==> config.mk <==
export PLATFORM = sky130hd
export DESIGN_NAME = process_table_scheduler
export DESIGN_NICKNAME = d
export VERILOG_FILES = /design/src/rtl/pts_pkg.sv /design/src/rtl/pts_ctrl.sv /design/src/rtl/pts_datapath.sv /design/src/rtl/process_table_scheduler.sv
export SDC_FILE = /design/constraint.sdc
export NUM_CORES = 2
export LEC_CHECK = 0
export BUFFER_PORTS_ARGS = -buffer_cell sky130_fd_sc_hd__buf_4
export CORE_AREA = 4 4 290 292
export CTS_BUF_LIST = sky130_fd_sc_hd__clkbuf_2
export DETAILED_ROUTE_END_ITERATION = 12
export DIE_AREA = 0 0 294 296
export PLACE_DENSITY_LB_ADDON = 0.3
export SLEW_MARGIN = 30
export SYNTH_ARGS = -nofsm -noshare
export SYNTH_HDL_FRONTEND = slang
export SYNTH_SLANG_ARGS = --single-unit
==> constraint.sdc <==
create_clock -name clk -period 7.71 [get_ports clk]
set_clock_uncertainty 0.15 [all_clocks]
set_input_delay 0.3855 -clock clk [delete_from_list [all_inputs] [get_ports clk]]
set_output_delay 0.3855 -clock clk [all_outputs]
set_load 0.005 [all_outputs]
==> src/rtl/pts_pkg.sv <==
`timescale 1ns / 1ps

package pts_pkg;

    localparam int SLOTS  = 32;
    localparam int SLOT_W = $clog2(SLOTS);
    localparam int CNT_W  = $clog2(SLOTS + 1);
    localparam int TIME_W = 16;
    localparam int SUM_W  = 22;
    localparam int PRIO_W = 2;

    typedef enum logic [1:0] {
        FUNC_LOAD,
        FUNC_TICK,
        FUNC_CLEAR,
        FUNC_NONE
    } func_t;

    typedef enum logic [1:0] {
        POL_FCFS,
        POL_SRT,
        POL_RR,
        POL_PRR
    } policy_t;

    typedef enum logic [3:0] {
        ST_IDLE,
        ST_LOAD,
        ST_CLEAR,
        ST_OTHER,
        ST_TOP,
        ST_SEL,
        ST_FETCH,
        ST_UPDATE,
        ST_RESP
    } state_t;

    typedef struct packed {
        logic              capture;
        logic              sel_init;
        logic              rd_en;
        logic              rd_pick;
        logic [SLOT_W-1:0] rd_addr;
        logic              eval_top;
        logic              eval_sel;
        logic              fetch;
        logic              update;
        logic              load;
        logic              clear;
        logic              res_clr;
    } cmd_t;

    typedef struct packed {
        policy_t policy;
    } stat_t;

endpackage

==> src/rtl/pts_ctrl.sv <==
`timescale 1ns / 1ps

module pts_ctrl (
    input  logic           clk,
    input  logic           rst_n,
    input  logic           start,
    input  logic [1:0]     func,
    input  pts_pkg::stat_t stat,
    output pts_pkg::cmd_t  cmd,
    output logic           busy,
    output logic           done
);

    pts_pkg::state_t state_reg, state_next;
    logic [pts_pkg::CNT_W-1:0] cnt_reg, cnt_next;
    logic scan_last;

    assign scan_last = (cnt_reg == pts_pkg::CNT_W'(pts_pkg::SLOTS));

    always_ff @(posedge clk or negedge rst_n)
    begin
        if (!rst_n)
        begin
            state_reg <= pts_pkg::ST_IDLE;
            cnt_reg   <= '0;
        end
        else
        begin
            state_reg <= state_next;
            cnt_reg   <= cnt_next;
        end
    end

    always_comb
    begin
        state_next = state_reg;
        cnt_next   = cnt_reg;
        cmd        = '0;
        busy       = 1'b1;
        done       = 1'b0;
        unique case (state_reg)
            pts_pkg::ST_IDLE:
            begin
                busy = 1'b0;
                if (start)
                begin
                    cmd.capture  = 1'b1;
                    cmd.sel_init = 1'b1;
                    cnt_next     = '0;
                    unique case (pts_pkg::func_t'(func))
                        pts_pkg::FUNC_LOAD:  state_next = pts_pkg::ST_LOAD;
                        pts_pkg::FUNC_TICK:
                            state_next = (stat.policy == pts_pkg::POL_PRR) ?
                                         pts_pkg::ST_TOP : pts_pkg::ST_SEL;
                        pts_pkg::FUNC_CLEAR: state_next = pts_pkg::ST_CLEAR;
                        pts_pkg::FUNC_NONE:  state_next = pts_pkg::ST_OTHER;
                    endcase
                end
            end
            pts_pkg::ST_LOAD:
            begin
                cmd.load    = 1'b1;
                cmd.res_clr = 1'b1;
                state_next  = pts_pkg::ST_RESP;
            end
            pts_pkg::ST_CLEAR:
            begin
                cmd.clear   = 1'b1;
                cmd.res_clr = 1'b1;
                state_next  = pts_pkg::ST_RESP;
            end
            pts_pkg::ST_OTHER:
            begin
                cmd.res_clr = 1'b1;
                state_next  = pts_pkg::ST_RESP;
            end
            pts_pkg::ST_TOP:
            begin
                cmd.rd_en    = !scan_last;
                cmd.rd_addr  = cnt_reg[pts_pkg::SLOT_W-1:0];
                cmd.eval_top = (cnt_reg != '0);
                cnt_next     = cnt_reg + 1'b1;
                if (scan_last)
                begin
                    cmd.sel_init = 1'b1;
                    cnt_next     = '0;
                    state_next   = pts_pkg::ST_SEL;
                end
            end
            pts_pkg::ST_SEL:
            begin
                cmd.rd_en    = !scan_last;
                cmd.rd_addr  = cnt_reg[pts_pkg::SLOT_W-1:0];
                cmd.eval_sel = (cnt_reg != '0);
                cnt_next     = cnt_reg + 1'b1;
                if (scan_last)
                begin
                    cnt_next   = '0;
                    state_next = pts_pkg::ST_FETCH;
                end
            end
            pts_pkg::ST_FETCH:
            begin
                cmd.fetch   = 1'b1;
                cmd.rd_en   = 1'b1;
                cmd.rd_pick = 1'b1;
                state_next  = pts_pkg::ST_UPDATE;
            end
            pts_pkg::ST_UPDATE:
            begin
                cmd.update = 1'b1;
                state_next = pts_pkg::ST_RESP;
            end
            pts_pkg::ST_RESP:
            begin
                done       = 1'b1;
                state_next = pts_pkg::ST_IDLE;
            end
            default:
            begin
                state_next = pts_pkg::ST_IDLE;
            end
        endcase
    end

    a_cnt_range: assert property (@(posedge clk) disable iff (!rst_n)
        cnt_reg <= pts_pkg::CNT_W'(pts_pkg::SLOTS))
        else $error("scan counter out of range");

    a_accept_busy: assert property (@(posedge clk) disable iff (!rst_n)
        start && !busy |=> busy)
        else $error("item accepted but block not busy");

    a_done_source: assert property (@(posedge clk) disable iff (!rst_n)
        done |-> ($past(state_reg) == pts_pkg::ST_UPDATE ||
                  $past(state_reg) == pts_pkg::ST_LOAD ||
                  $past(state_reg) == pts_pkg::ST_CLEAR ||
                  $past(state_reg) == pts_pkg::ST_OTHER))
        else $error("result strobe without finished work");

endmodule

==> src/rtl/pts_datapath.sv <==
`timescale 1ns / 1ps

module pts_datapath (
    input  logic                        clk,
    input  logic                        rst_n,
    input  pts_pkg::cmd_t               cmd,
    output pts_pkg::stat_t              stat,
    input  logic                        policy_we,
    input  logic [1:0]                  policy_wdata,
    input  logic [4:0]                  slot,
    input  logic [pts_pkg::TIME_W-1:0]  arrival,
    input  logic [15:0]                 run_length,
    input  logic [pts_pkg::PRIO_W-1:0]  prio,
    output logic                        ran,
    output logic [4:0]                  chosen,
    output logic                        completed,
    output logic [15:0]                 turnaround,
    output logic [15:0]                 time_now,
    output logic [pts_pkg::SUM_W-1:0]   total_turnaround,
    output logic                        all_done
);

    localparam logic [pts_pkg::SUM_W-1:0] SUM_MAX = '1;

    logic [pts_pkg::TIME_W-1:0] arr_mem  [pts_pkg::SLOTS];
    logic [15:0]                rem_mem  [pts_pkg::SLOTS];
    logic [pts_pkg::PRIO_W-1:0] prio_mem [pts_pkg::SLOTS];

    pts_pkg::policy_t           policy_reg;
    logic [pts_pkg::SLOTS-1:0]  use_reg;
    logic [pts_pkg::SLOTS-1:0]  fin_reg;
    logic [pts_pkg::TIME_W-1:0] time_reg;
    logic [pts_pkg::SUM_W-1:0]  sum_reg;
    logic [pts_pkg::CNT_W-1:0]  rr_reg;

    logic [4:0]                 slot_reg;
    logic [pts_pkg::TIME_W-1:0] arrival_reg;
    logic [15:0]                len_reg;
    logic [pts_pkg::PRIO_W-1:0] prio_reg;

    logic [pts_pkg::SLOT_W-1:0] rd_idx_reg;
    logic [pts_pkg::TIME_W-1:0] arr_rd_reg;
    logic [15:0]                rem_rd_reg;
    logic [pts_pkg::PRIO_W-1:0] prio_rd_reg;

    logic [pts_pkg::PRIO_W-1:0] top_reg;
    logic                       best_found_reg;
    logic [pts_pkg::SLOT_W-1:0] best_idx_reg;
    logic [15:0]                best_key_reg;
    logic [pts_pkg::CNT_W-1:0]  rdy_cnt_reg;
    logic [pts_pkg::SLOT_W-1:0] first_idx_reg;
    logic [pts_pkg::SLOT_W-1:0] t_idx_reg;

    logic                       found_reg;
    logic [pts_pkg::SLOT_W-1:0] pick_reg;

    logic                       ran_reg;
    logic [4:0]                 chosen_reg;
    logic                       completed_reg;
    logic [15:0]                turn_reg;

    logic                       load_ok;
    logic [pts_pkg::SLOT_W-1:0] load_idx;
    logic [pts_pkg::SLOT_W-1:0] rd_addr;
    logic                       ready;
    logic                       rr_mode;
    logic                       filt;
    logic [15:0]                key;
    logic [pts_pkg::CNT_W-1:0]  rr_t;
    logic                       t_hit;
    logic                       pick_found;
    logic [pts_pkg::SLOT_W-1:0] pick_idx;
    logic [15:0]                rem_new;
    logic                       fin_now;
    logic [pts_pkg::TIME_W-1:0] time_inc;
    logic [pts_pkg::TIME_W-1:0] turn_now;
    logic [pts_pkg::SUM_W:0]    sum_wide;

    assign load_ok  = ({1'b0, slot_reg} < 6'(pts_pkg::SLOTS));
    assign load_idx = slot_reg[pts_pkg::SLOT_W-1:0];
    assign rd_addr  = cmd.rd_pick ? pick_idx : cmd.rd_addr;
    assign ready    = use_reg[rd_idx_reg] && !fin_reg[rd_idx_reg] && (time_reg >= arr_rd_reg);
    assign rr_mode  = policy_reg[1];
    assign filt     = (policy_reg != pts_pkg::POL_PRR) || (prio_rd_reg == top_reg);
    assign key      = (policy_reg == pts_pkg::POL_FCFS) ? 16'(arr_rd_reg) : rem_rd_reg;
    assign rr_t     = rr_reg + 1'b1;
    assign t_hit    = (rdy_cnt_reg > rr_t);

    assign pick_found = rr_mode ? (rdy_cnt_reg != '0) : best_found_reg;
    assign pick_idx   = rr_mode ? (t_hit ? t_idx_reg : first_idx_reg) : best_idx_reg;

    assign rem_new  = rem_rd_reg - 16'(rem_rd_reg != 16'd0);
    assign fin_now  = (rem_new == 16'd0);
    assign time_inc = time_reg + 1'b1;
    assign turn_now = time_inc - arr_rd_reg;
    assign sum_wide = {1'b0, sum_reg} + (pts_pkg::SUM_W+1)'(turn_now);

    assign stat.policy = policy_reg;

    // table memories
    always_ff @(posedge clk)
    begin
        if (cmd.load && load_ok)
        begin
            arr_mem[load_idx]  <= arrival_reg;
            rem_mem[load_idx]  <= (len_reg == 16'd0) ? 16'd1 : len_reg;
            prio_mem[load_idx] <= prio_reg;
        end
        else if (cmd.update && found_reg)
        begin
            rem_mem[pick_reg] <= rem_new;
        end
        if (cmd.rd_en)
        begin
            arr_rd_reg  <= arr_mem[rd_addr];
            rem_rd_reg  <= rem_mem[rd_addr];
            prio_rd_reg <= prio_mem[rd_addr];
            rd_idx_reg  <= rd_addr;
        end
    end

    // item capture, scan accumulators and result fields
    always_ff @(posedge clk)
    begin
        if (cmd.capture)
        begin
            slot_reg    <= slot;
            arrival_reg <= arrival;
            len_reg     <= run_length;
            prio_reg    <= prio;
        end
        if (cmd.eval_top && ready && (prio_rd_reg > top_reg))
        begin
            top_reg <= prio_rd_reg;
        end
        else if (cmd.capture)
        begin
            top_reg <= '0;
        end
        if (cmd.sel_init)
        begin
            best_found_reg <= 1'b0;
            rdy_cnt_reg    <= '0;
        end
        else if (cmd.eval_sel && ready)
        begin
            if (!best_found_reg || (key < best_key_reg))
            begin
                best_found_reg <= 1'b1;
                best_idx_reg   <= rd_idx_reg;
                best_key_reg   <= key;
            end
            if (filt)
            begin
                if (rdy_cnt_reg == '0)
                begin
                    first_idx_reg <= rd_idx_reg;
                end
                if (rdy_cnt_reg == rr_t)
                begin
                    t_idx_reg <= rd_idx_reg;
                end
                rdy_cnt_reg <= rdy_cnt_reg + 1'b1;
            end
        end
        if (cmd.fetch)
        begin
            found_reg <= pick_found;
            pick_reg  <= pick_idx;
        end
        if (cmd.res_clr)
        begin
            ran_reg       <= 1'b0;
            chosen_reg    <= '0;
            completed_reg <= 1'b0;
            turn_reg      <= '0;
        end
        else if (cmd.update)
        begin
            ran_reg       <= found_reg;
            chosen_reg    <= found_reg ? 5'(pick_reg) : 5'd0;
            completed_reg <= found_reg && fin_now;
            turn_reg      <= (found_reg && fin_now) ? 16'(turn_now) : 16'd0;
        end
    end

    // scheduler state
    always_ff @(posedge clk or negedge rst_n)
    begin
        if (!rst_n)
        begin
            policy_reg <= pts_pkg::POL_FCFS;
            use_reg    <= '0;
            fin_reg    <= '0;
            time_reg   <= '0;
            sum_reg    <= '0;
            rr_reg     <= '1;
        end
        else
        begin
            if (policy_we)
            begin
                policy_reg <= pts_pkg::policy_t'(policy_wdata);
            end
            if (cmd.load && load_ok)
            begin
                use_reg[load_idx] <= 1'b1;
                fin_reg[load_idx] <= 1'b0;
            end
            if (cmd.clear)
            begin
                use_reg  <= '0;
                fin_reg  <= '0;
                time_reg <= '0;
                sum_reg  <= '0;
            end
            if (cmd.fetch && rr_mode)
            begin
                rr_reg <= t_hit ? rr_t : '0;
            end
            if (cmd.update)
            begin
                time_reg <= time_inc;
                if (found_reg && fin_now)
                begin
                    fin_reg[pick_reg] <= 1'b1;
                    sum_reg <= sum_wide[pts_pkg::SUM_W] ? SUM_MAX
                                                        : sum_wide[pts_pkg::SUM_W-1:0];
                end
            end
        end
    end

    assign ran              = ran_reg;
    assign chosen           = chosen_reg;
    assign completed        = completed_reg;
    assign turnaround       = turn_reg;
    assign time_now         = 16'(time_reg);
    assign total_turnaround = sum_reg;
    assign all_done         = ~|(use_reg & ~fin_reg);

    a_rr_range: assert property (@(posedge clk) disable iff (!rst_n)
        (rr_reg < pts_pkg::CNT_W'(pts_pkg::SLOTS)) || (rr_reg == '1))
        else $error("round robin position out of range");

    a_done_marks: assert property (@(posedge clk) disable iff (!rst_n)
        cmd.update && found_reg && fin_now |=> fin_reg[$past(pick_reg)])
        else $error("completed slot not marked finished");

endmodule

==> src/rtl/process_table_scheduler.sv <==
`timescale 1ns / 1ps

// Process table scheduler. Start is taken when busy is low; each item gives one
// result, shown for one cycle while done is high, and the receiver cannot stall
// it, so it must take the result in that cycle. Load, clear and unused items
// go through their own state, then the response state. A tick reads the slot
// table through one memory port, one slot a cycle, in one pass under first come
// first served, shortest remaining and round robin, and in two under priority
// round robin: one for the top ready priority and a second to select. The policy
// register must be written with policy_we only while idle; the block does not enforce it.
module process_table_scheduler (
    input  logic        clk,
    input  logic        rst_n,
    input  logic        policy_we,
    input  logic [1:0]  policy_wdata,
    input  logic        start,
    output logic        busy,
    input  logic [1:0]  func,
    input  logic [4:0]  slot,
    input  logic [15:0] arrival,
    input  logic [15:0] run_length,
    input  logic [1:0]  prio,
    output logic        done,
    output logic        ran,
    output logic [4:0]  chosen,
    output logic        completed,
    output logic [15:0] turnaround,
    output logic [15:0] time_now,
    output logic [21:0] total_turnaround,
    output logic        all_done
);

    pts_pkg::cmd_t  cmd;
    pts_pkg::stat_t stat;

    pts_ctrl u_ctrl (
        .clk   (clk),
        .rst_n (rst_n),
        .start (start),
        .func  (func),
        .stat  (stat),
        .cmd   (cmd),
        .busy  (busy),
        .done  (done)
    );

    pts_datapath u_dp (
        .clk              (clk),
        .rst_n            (rst_n),
        .cmd              (cmd),
        .stat             (stat),
        .policy_we        (policy_we),
        .policy_wdata     (policy_wdata),
        .slot             (slot),
        .arrival          (arrival),
        .run_length       (run_length),
        .prio             (prio),
        .ran              (ran),
        .chosen           (chosen),
        .completed        (completed),
        .turnaround       (turnaround),
        .time_now         (time_now),
        .total_turnaround (total_turnaround),
        .all_done         (all_done)
    );

endmodule

-- After elaboration in Yosys (flattened, before gate mapping)
Memory sizes are Yosys's and may differ from the RTL's. A register that Yosys moved wholly into a read port is not among the register bits.
Cells that the tools add are included.
Widths: inputs -> output; s select.
- mux-type cells: 63
- shift-type cells: 0
- bitwise operators: 7
- add/sub/neg operators: 7
- reduce and logical (&&, ||, !) cells: 41
- div/mod/pow operators: 0
- equality and inequality tests: 19
- $mul: 0
- $lt $le $gt $ge: 9
- operators by type and width (kind ; number):
    $mux 32 ; 6
    $mux 16 ; 6
    $mux 22 ; 4
    $and 32x32->32 ; 2
    $not 32->32 ; 2
    $or 32x32->32 ; 2
    $logic_not 16->1 ; 2
    $reduce_or 32->1 ; 1
    $mux 5 ; 6
    $add 22x16->23 ; 1
    $mux 1 ; 23
    $pmux 4 s5 ; 1
    $add 6x1->6 const B ; 3
    $lt 5x6->1 const B ; 3
    $mux 6 ; 3
    $add 16x1->16 const B ; 1
    $eq 4x3->1 const B ; 4
    $ge 16x16->1 ; 1
    $lt 16x16->1 ; 1
    $pmux 4 s4 ; 1
    $reduce_bool 16->1 ; 1
    $reduce_or 16->1 ; 1
    $sub 16x1->16 ; 1
    $sub 16x16->16 ; 1
    other kinds (34) ; 69
- memories kept: 3
- bits in registers: 233
- latch bits: 0
- memory bits (read-only): 0
- output and inout bits: 64
- RAM bits: 1088
- input port bits: 47
- word-level logic and storage cells: 175
- memories (name ; depth ; bits a word ; read ports ; clocked after memory_dff ; write ports ; line ; RTL):
    u_dp.arr_mem ; 32 ; 16 ; 1 ; 1 ; 1 ; pts_datapath.sv:25 ; logic [pts_pkg::TIME_W-1:0] arr_mem [pts_pkg::SLOTS];
    u_dp.rem_mem ; 32 ; 16 ; 1 ; 1 ; 1 ; pts_datapath.sv:26 ; logic [15:0] rem_mem [pts_pkg::SLOTS];
    u_dp.prio_mem ; 32 ; 2 ; 1 ; 1 ; 1 ; pts_datapath.sv:27 ; logic [pts_pkg::PRIO_W-1:0] prio_mem [pts_pkg::SLOTS];

-- Logic depth before layout (Yosys ltp)
- depth in word-level cells: 11
- mapped depth: 24
- mapped depth without buffers: 22

-- Cells and area by module
Synthesis repeated with hierarchy kept, for this count alone.
- cell total of the unflattened synthesis: 4671
- area, all modules: 57179.8 um2
- modules (own cells, without submodules) (module ; area an instance (um2) ; seq. area each (um2) ; times used ; cells an instance):
    pts_datapath ; 56385.3 ; 39545.4 ; 1 ; 4576
    pts_ctrl ; 794.5 ; 250.2 ; 1 ; 95

-- Least setup slack after synthesis
Ideal clock, no wire load.
- path kind: reg2reg
- start point: register u_dp.time_reg, in the netlist u_dp.time_now[0]
- end point: register u_dp.sum_reg, in the netlist u_dp.total_turnaround[10]
- path slack: 3.109 ns
- data arrival time: 4.331 ns
- stages on the path, launching flop included: 24
- buffers on the path: 2
- period minus slack after synthesis: 4.601 ns
- required time: 7.440 ns
- library setup time: 0.120 ns
- cells stage by stage: dfrtp_1 > ha_1 > nand3_1 > nor2_1 > and3_1 > xor2_1 > ha_1 > or3_1 > o21ai_0 > o21bai_1 > a21oi_1 > xnor2_1 > ha_1 > a21o_1 > a21oi_1 > nor2_1 > a21oi_1 > o311ai_0 > a21o_1 > and3_1 > clkbuf_1 > clkbuf_1 > o21ai_0 > nand2_1
- word-level cells in the longest chain between the ends: 6
- ends and longest elaborated chain (item ; line ; RTL):
    from (decl) ; pts_datapath.sv:32 ; logic [pts_pkg::TIME_W-1:0] time_reg;
    from (signal assigned) ; pts_datapath.sv:223 ; time_reg <= time_inc;
    $add 16x1->16 ; pts_datapath.sv:94 ; assign time_inc = time_reg + 1'b1;
    $sub 16x16->16 ; pts_datapath.sv:95 ; assign turn_now = time_inc - arr_rd_reg;
    $add 22x16->23 ; pts_datapath.sv:96 ; assign sum_wide = {1'b0, sum_reg} + (pts_pkg::SUM_W+1)'(turn_now);
    $mux 22 ; pts_datapath.sv:227 ; sum_reg <= sum_wide[pts_pkg::SUM_W] ? SUM_MAX
    $mux 22 ; pts_datapath.sv:224 ; if (found_reg && fin_now)
    $mux 22 ; pts_datapath.sv:221 ; if (cmd.update)
    to (signal assigned) ; pts_datapath.sv:227 ;
    to (decl) ; pts_datapath.sv:33 ; logic [pts_pkg::SUM_W-1:0] sum_reg;
No other way between the ends.
A chain may end at the register's enable or synchronous reset.

-- Final worst setup path
- start point: register u_dp.rr_reg[0] (netlist name)
- end point: register u_dp.arr_rd_reg[15] (netlist name), read port of u_dp.arr_mem (data pin)
- word-level cells in the longest chain between the ends: 5
- ends and longest elaborated chain (item ; line ; RTL):
    from (decl) ; pts_datapath.sv:34 ; logic [pts_pkg::CNT_W-1:0] rr_reg;
    from (signal assigned) ; pts_datapath.sv:219 ; rr_reg <= t_hit ? rr_t : '0;
    $add 6x1->6 ; pts_datapath.sv:86 ; assign rr_t = rr_reg + 1'b1;
    $gt 6x6->1 ; pts_datapath.sv:87 ; assign t_hit = (rdy_cnt_reg > rr_t);
    $mux 5 (2 in series) ; pts_datapath.sv:90 ; assign pick_idx = rr_mode ? (t_hit ? t_idx_reg : first_idx_reg) : best_idx_reg;
    $mux 5 ; pts_datapath.sv:81 ; assign rd_addr = cmd.rd_pick ? pick_idx : cmd.rd_addr;
    to (decl) ; pts_datapath.sv:42 ; logic [pts_pkg::TIME_W-1:0] arr_rd_reg;
No other way between the ends.

==> summary.txt <==
Floorplan
  – Core region area: 0.0816 mm2
  – Die Y: 296 um
  – Overall die width: approximately 290 um
  – Starting Density: 68.5%
  – Rows: 105
  – Io pins: 111
  – Die ar.: 0.0870 mm2

GRT
  – First-pass GRT wire length: 226000 um
  – Total gr overflow: 0
  – Antenna violations before repair: 4
  – GRT Util Overall: 34.9%
  – Vias in the first global route: 37800
  – Largest net degree at the start of global routing: approximately 150

Power
  – Total power: about 0.016 W
  – Lkg Pwr: 22.4 nW
  – Pwr dens: roughly 260 mW/mm2
  – Peak VDD IR: 0.000185 V

Clock network
  – Post-cts resize count: 0
  – Max Root-Sink Buffers: 4
  – Root buffer cell: clkbuf_2
  – Cts hold-fix bufs: ~140
  – Post-CTS Setup Inserts: 0
  – H-tree depth: 5
  – Sink Count: 1355
  – CTS tree: yes
  – Register clock-pin slew on the reported worst setup and hold paths: around 120 ps
  – Clock latency on the worst-skew pair: 1610 ps
  – TritonCTS Buffers: 331

Final layout
  – Nets: 4696
  – Synth-to-layout area growth: 12.8%
  – Share of cells above drive strength 1: 18.5%
  – Largest regs: u_dp.arr_mem x512, u_dp.rem_mem x512, u_dp.prio_mem x64

Synthesis
  – Number of flops mapped to enable cells by yosys: between 1000 and 1500
  – Yosys Warn Count: 0
  – Mapped Cells: slightly above 4000
  – Synthesized area: 0.0559 mm2
  – Main area contributors after synthesis: edfxtp_1, dfrtp_1, nand2_1, mux2i_1, a32oi_1
  – Top cell type's share of synthesized area: 64.8%
  – Post-synth cell types: 80
  – Synth Area per Inst: 13.7 um2
  – #FFs+latches synth: 1355
  – Async set-reset flop share out of synthesis: 8.86%
  – Synth cell count leaders: edfxtp_1, nand2_1, nand3_1
  – Top FF cell, synth: edfxtp_1
  – Post-synth top area cell: edfxtp_1
  – Seq/Total Area, Yosys: 71.3%
  – Top-count cell post-synth: edfxtp_1
  – Net Count, Synth: 4193

Place
  – DP HPWL: 90300 um
  – Pre-CTS setup slack: between 2000 and 2500 ps
  – RD Place Congestion: 0.900
  – # port buffers: between 100 and 150

Setup path
  – CP startpoint: u_dp.rr_reg[0]
  – Critical Path Start Type: register
  – R2r endpoint: u_dp.arr_rd_reg[15]
  – Reg2Reg Depth: 15
  – Critical path required time: 8760 ps
  – Critical path class: reg -> reg
  – Setup slack, reg-to-reg: 1780 ps
  – Critical Path End: u_dp.arr_rd_reg[15]
  – CP arrival: about 7000 ps
  – Worst Path Max Fanout: around 110
  – CP Capture Type: register
  – Worst flop-to-flop path startpoint: u_dp.rr_reg[0]

STA
  – Setup WS post-layout: 1780 ps
  – Slew @ Worst Pin: 1040 ps
  – Fin crit period: 5930 ps
  – Fin. max-slew vios: 0
  – RSZ-0062 raised after global routing: false
  – Worst slew margin relative to its limit: between 20 and 30%
  – Setup tns final: 0 ps
  – Final setup viols: 0
  – Fmax: between 150 and 200 MHz
  – Crit share post-route: between 70% and 80%
  – Final hold violation count: 0

Routing
  – Avg WL per Cell: 26.0 um
  – Initial drt markers: 5350
  – Routed via count: 38600
  – DRC Markers: 0
  – Routed wire length: 153000 um
  – Post-DRT Antenna Nets: 0
  – Via/cell ratio: 6.57
  – Drt pass-1 iters: 9

Hold path
  – Min-delay worst type: in -> reg

Run status
  – Status: finished, final reports clean

Job
  – Max Cap Viol: 0
==> layout make-up <==
type                            instances  area, um2
Inverter                               73        289
Antenna cell                            6       15.0
Tap cell                             1070       1340
Clock buffer                          491       2460
Clock inverter                         69        305
Fill cell                            4664      18600
Sequential cell                      1355      39800
Timing Repair Buffer                  385       3510
Multi-Input combinational cell       2423      15300
==> cells by family after synthesis <==
logic type,after synthesis,synth area share [%]
and+or+nand+nor,1487,12.0
DFF,1355,71.3
AOI/OAI and AO/OA,541,6.96
buffers and inverters,288,2.13
muxes,251,4.81
adders and majority gates,81,1.84
xor gates and xnor gates,63,0.988
==> metrics by stage <==
stage	util (%)	std cells	instance area (um2)	hold WS, ps
3_5_place_dp	71.7	5151	58500	272
2_1_floorplan	-	4066	55900	-60.1
6_report	77.2	5872	63000	139
4_1_cts	76.8	5848	62600	9.02
5_1_grt	77.2	5869	63000	77.9
3_3_place_gp	71.5	5147	58400	265
==> report_power, final <==
part           total, W  internal (W)  switching [W]
logic           0.00262      0.000840        0.00178
clock network   0.00448       0.00171        0.00277
registers       0.00906       0.00866       0.000402
total            0.0162        0.0112        0.00495
==> critical path, stage by stage (launching register included) <==
cell     delay [ps]
dfstp_2         580
ha_1            230
nand3_1         110
xor2_1          180
ha_1            270
o21ai_0         250
nor2_1          110
o311a_1         410
nor2_1          220
o221a_4         720
inv_8           400
buf_4           500
nor4_1          890
nand3_1         140
nand4_1         170
nor3_1           50
==> metal layers <==
metal,share of wire (%),up-vias,GRT usage [%]
li1,-,16600,-
met1,36,18600,47.0
met2,46,2979,53.4
met3,13,488,9.61
met4,4.8,2,17.7
met5,0.0085,-,0
==> cell usage in the layout (no fill, tap or decap), types with 26 or more instances in the layout <==
master / n
buf_4: 222
nor2_1: 166
edfxtp_1: 1205
nand3_1: 230
nor2b_1: 30
a22oi_1: 41
dfxtp_1: 30
a32oi_1: 148
nand2b_1: 35
a21oi_1: 44
xnor2_1: 40
nand2_1: 744
clkinv_1: 53
nand4_1: 85
a31oi_1: 38
inv_1: 70
nor3_1: 50
a22o_1: 26
o211ai_1: 38
o21ai_0: 105
dfrtp_1: 114
mux2i_1: 222
ha_1: 78
clkbuf_2: 491
dlygate4sd3_1: 136
==> worst min path at each step <==
stage                         start           endpoint  slack (ps)  cells after the start
after floorplan               rst_n  u_ctrl.cnt_reg[0]         -60                      0
after global placement        rst_n   u_dp.fin_reg[25]         260                      1
after detailed placement      rst_n   u_dp.use_reg[29]         270                      1
after CTS                 policy_we       u_dp.stat[0]           9                      4
after global routing      policy_we       u_dp.stat[0]          80                      4
final                     policy_we       u_dp.stat[0]         140                      4
(Power assumes the default switching activity.)
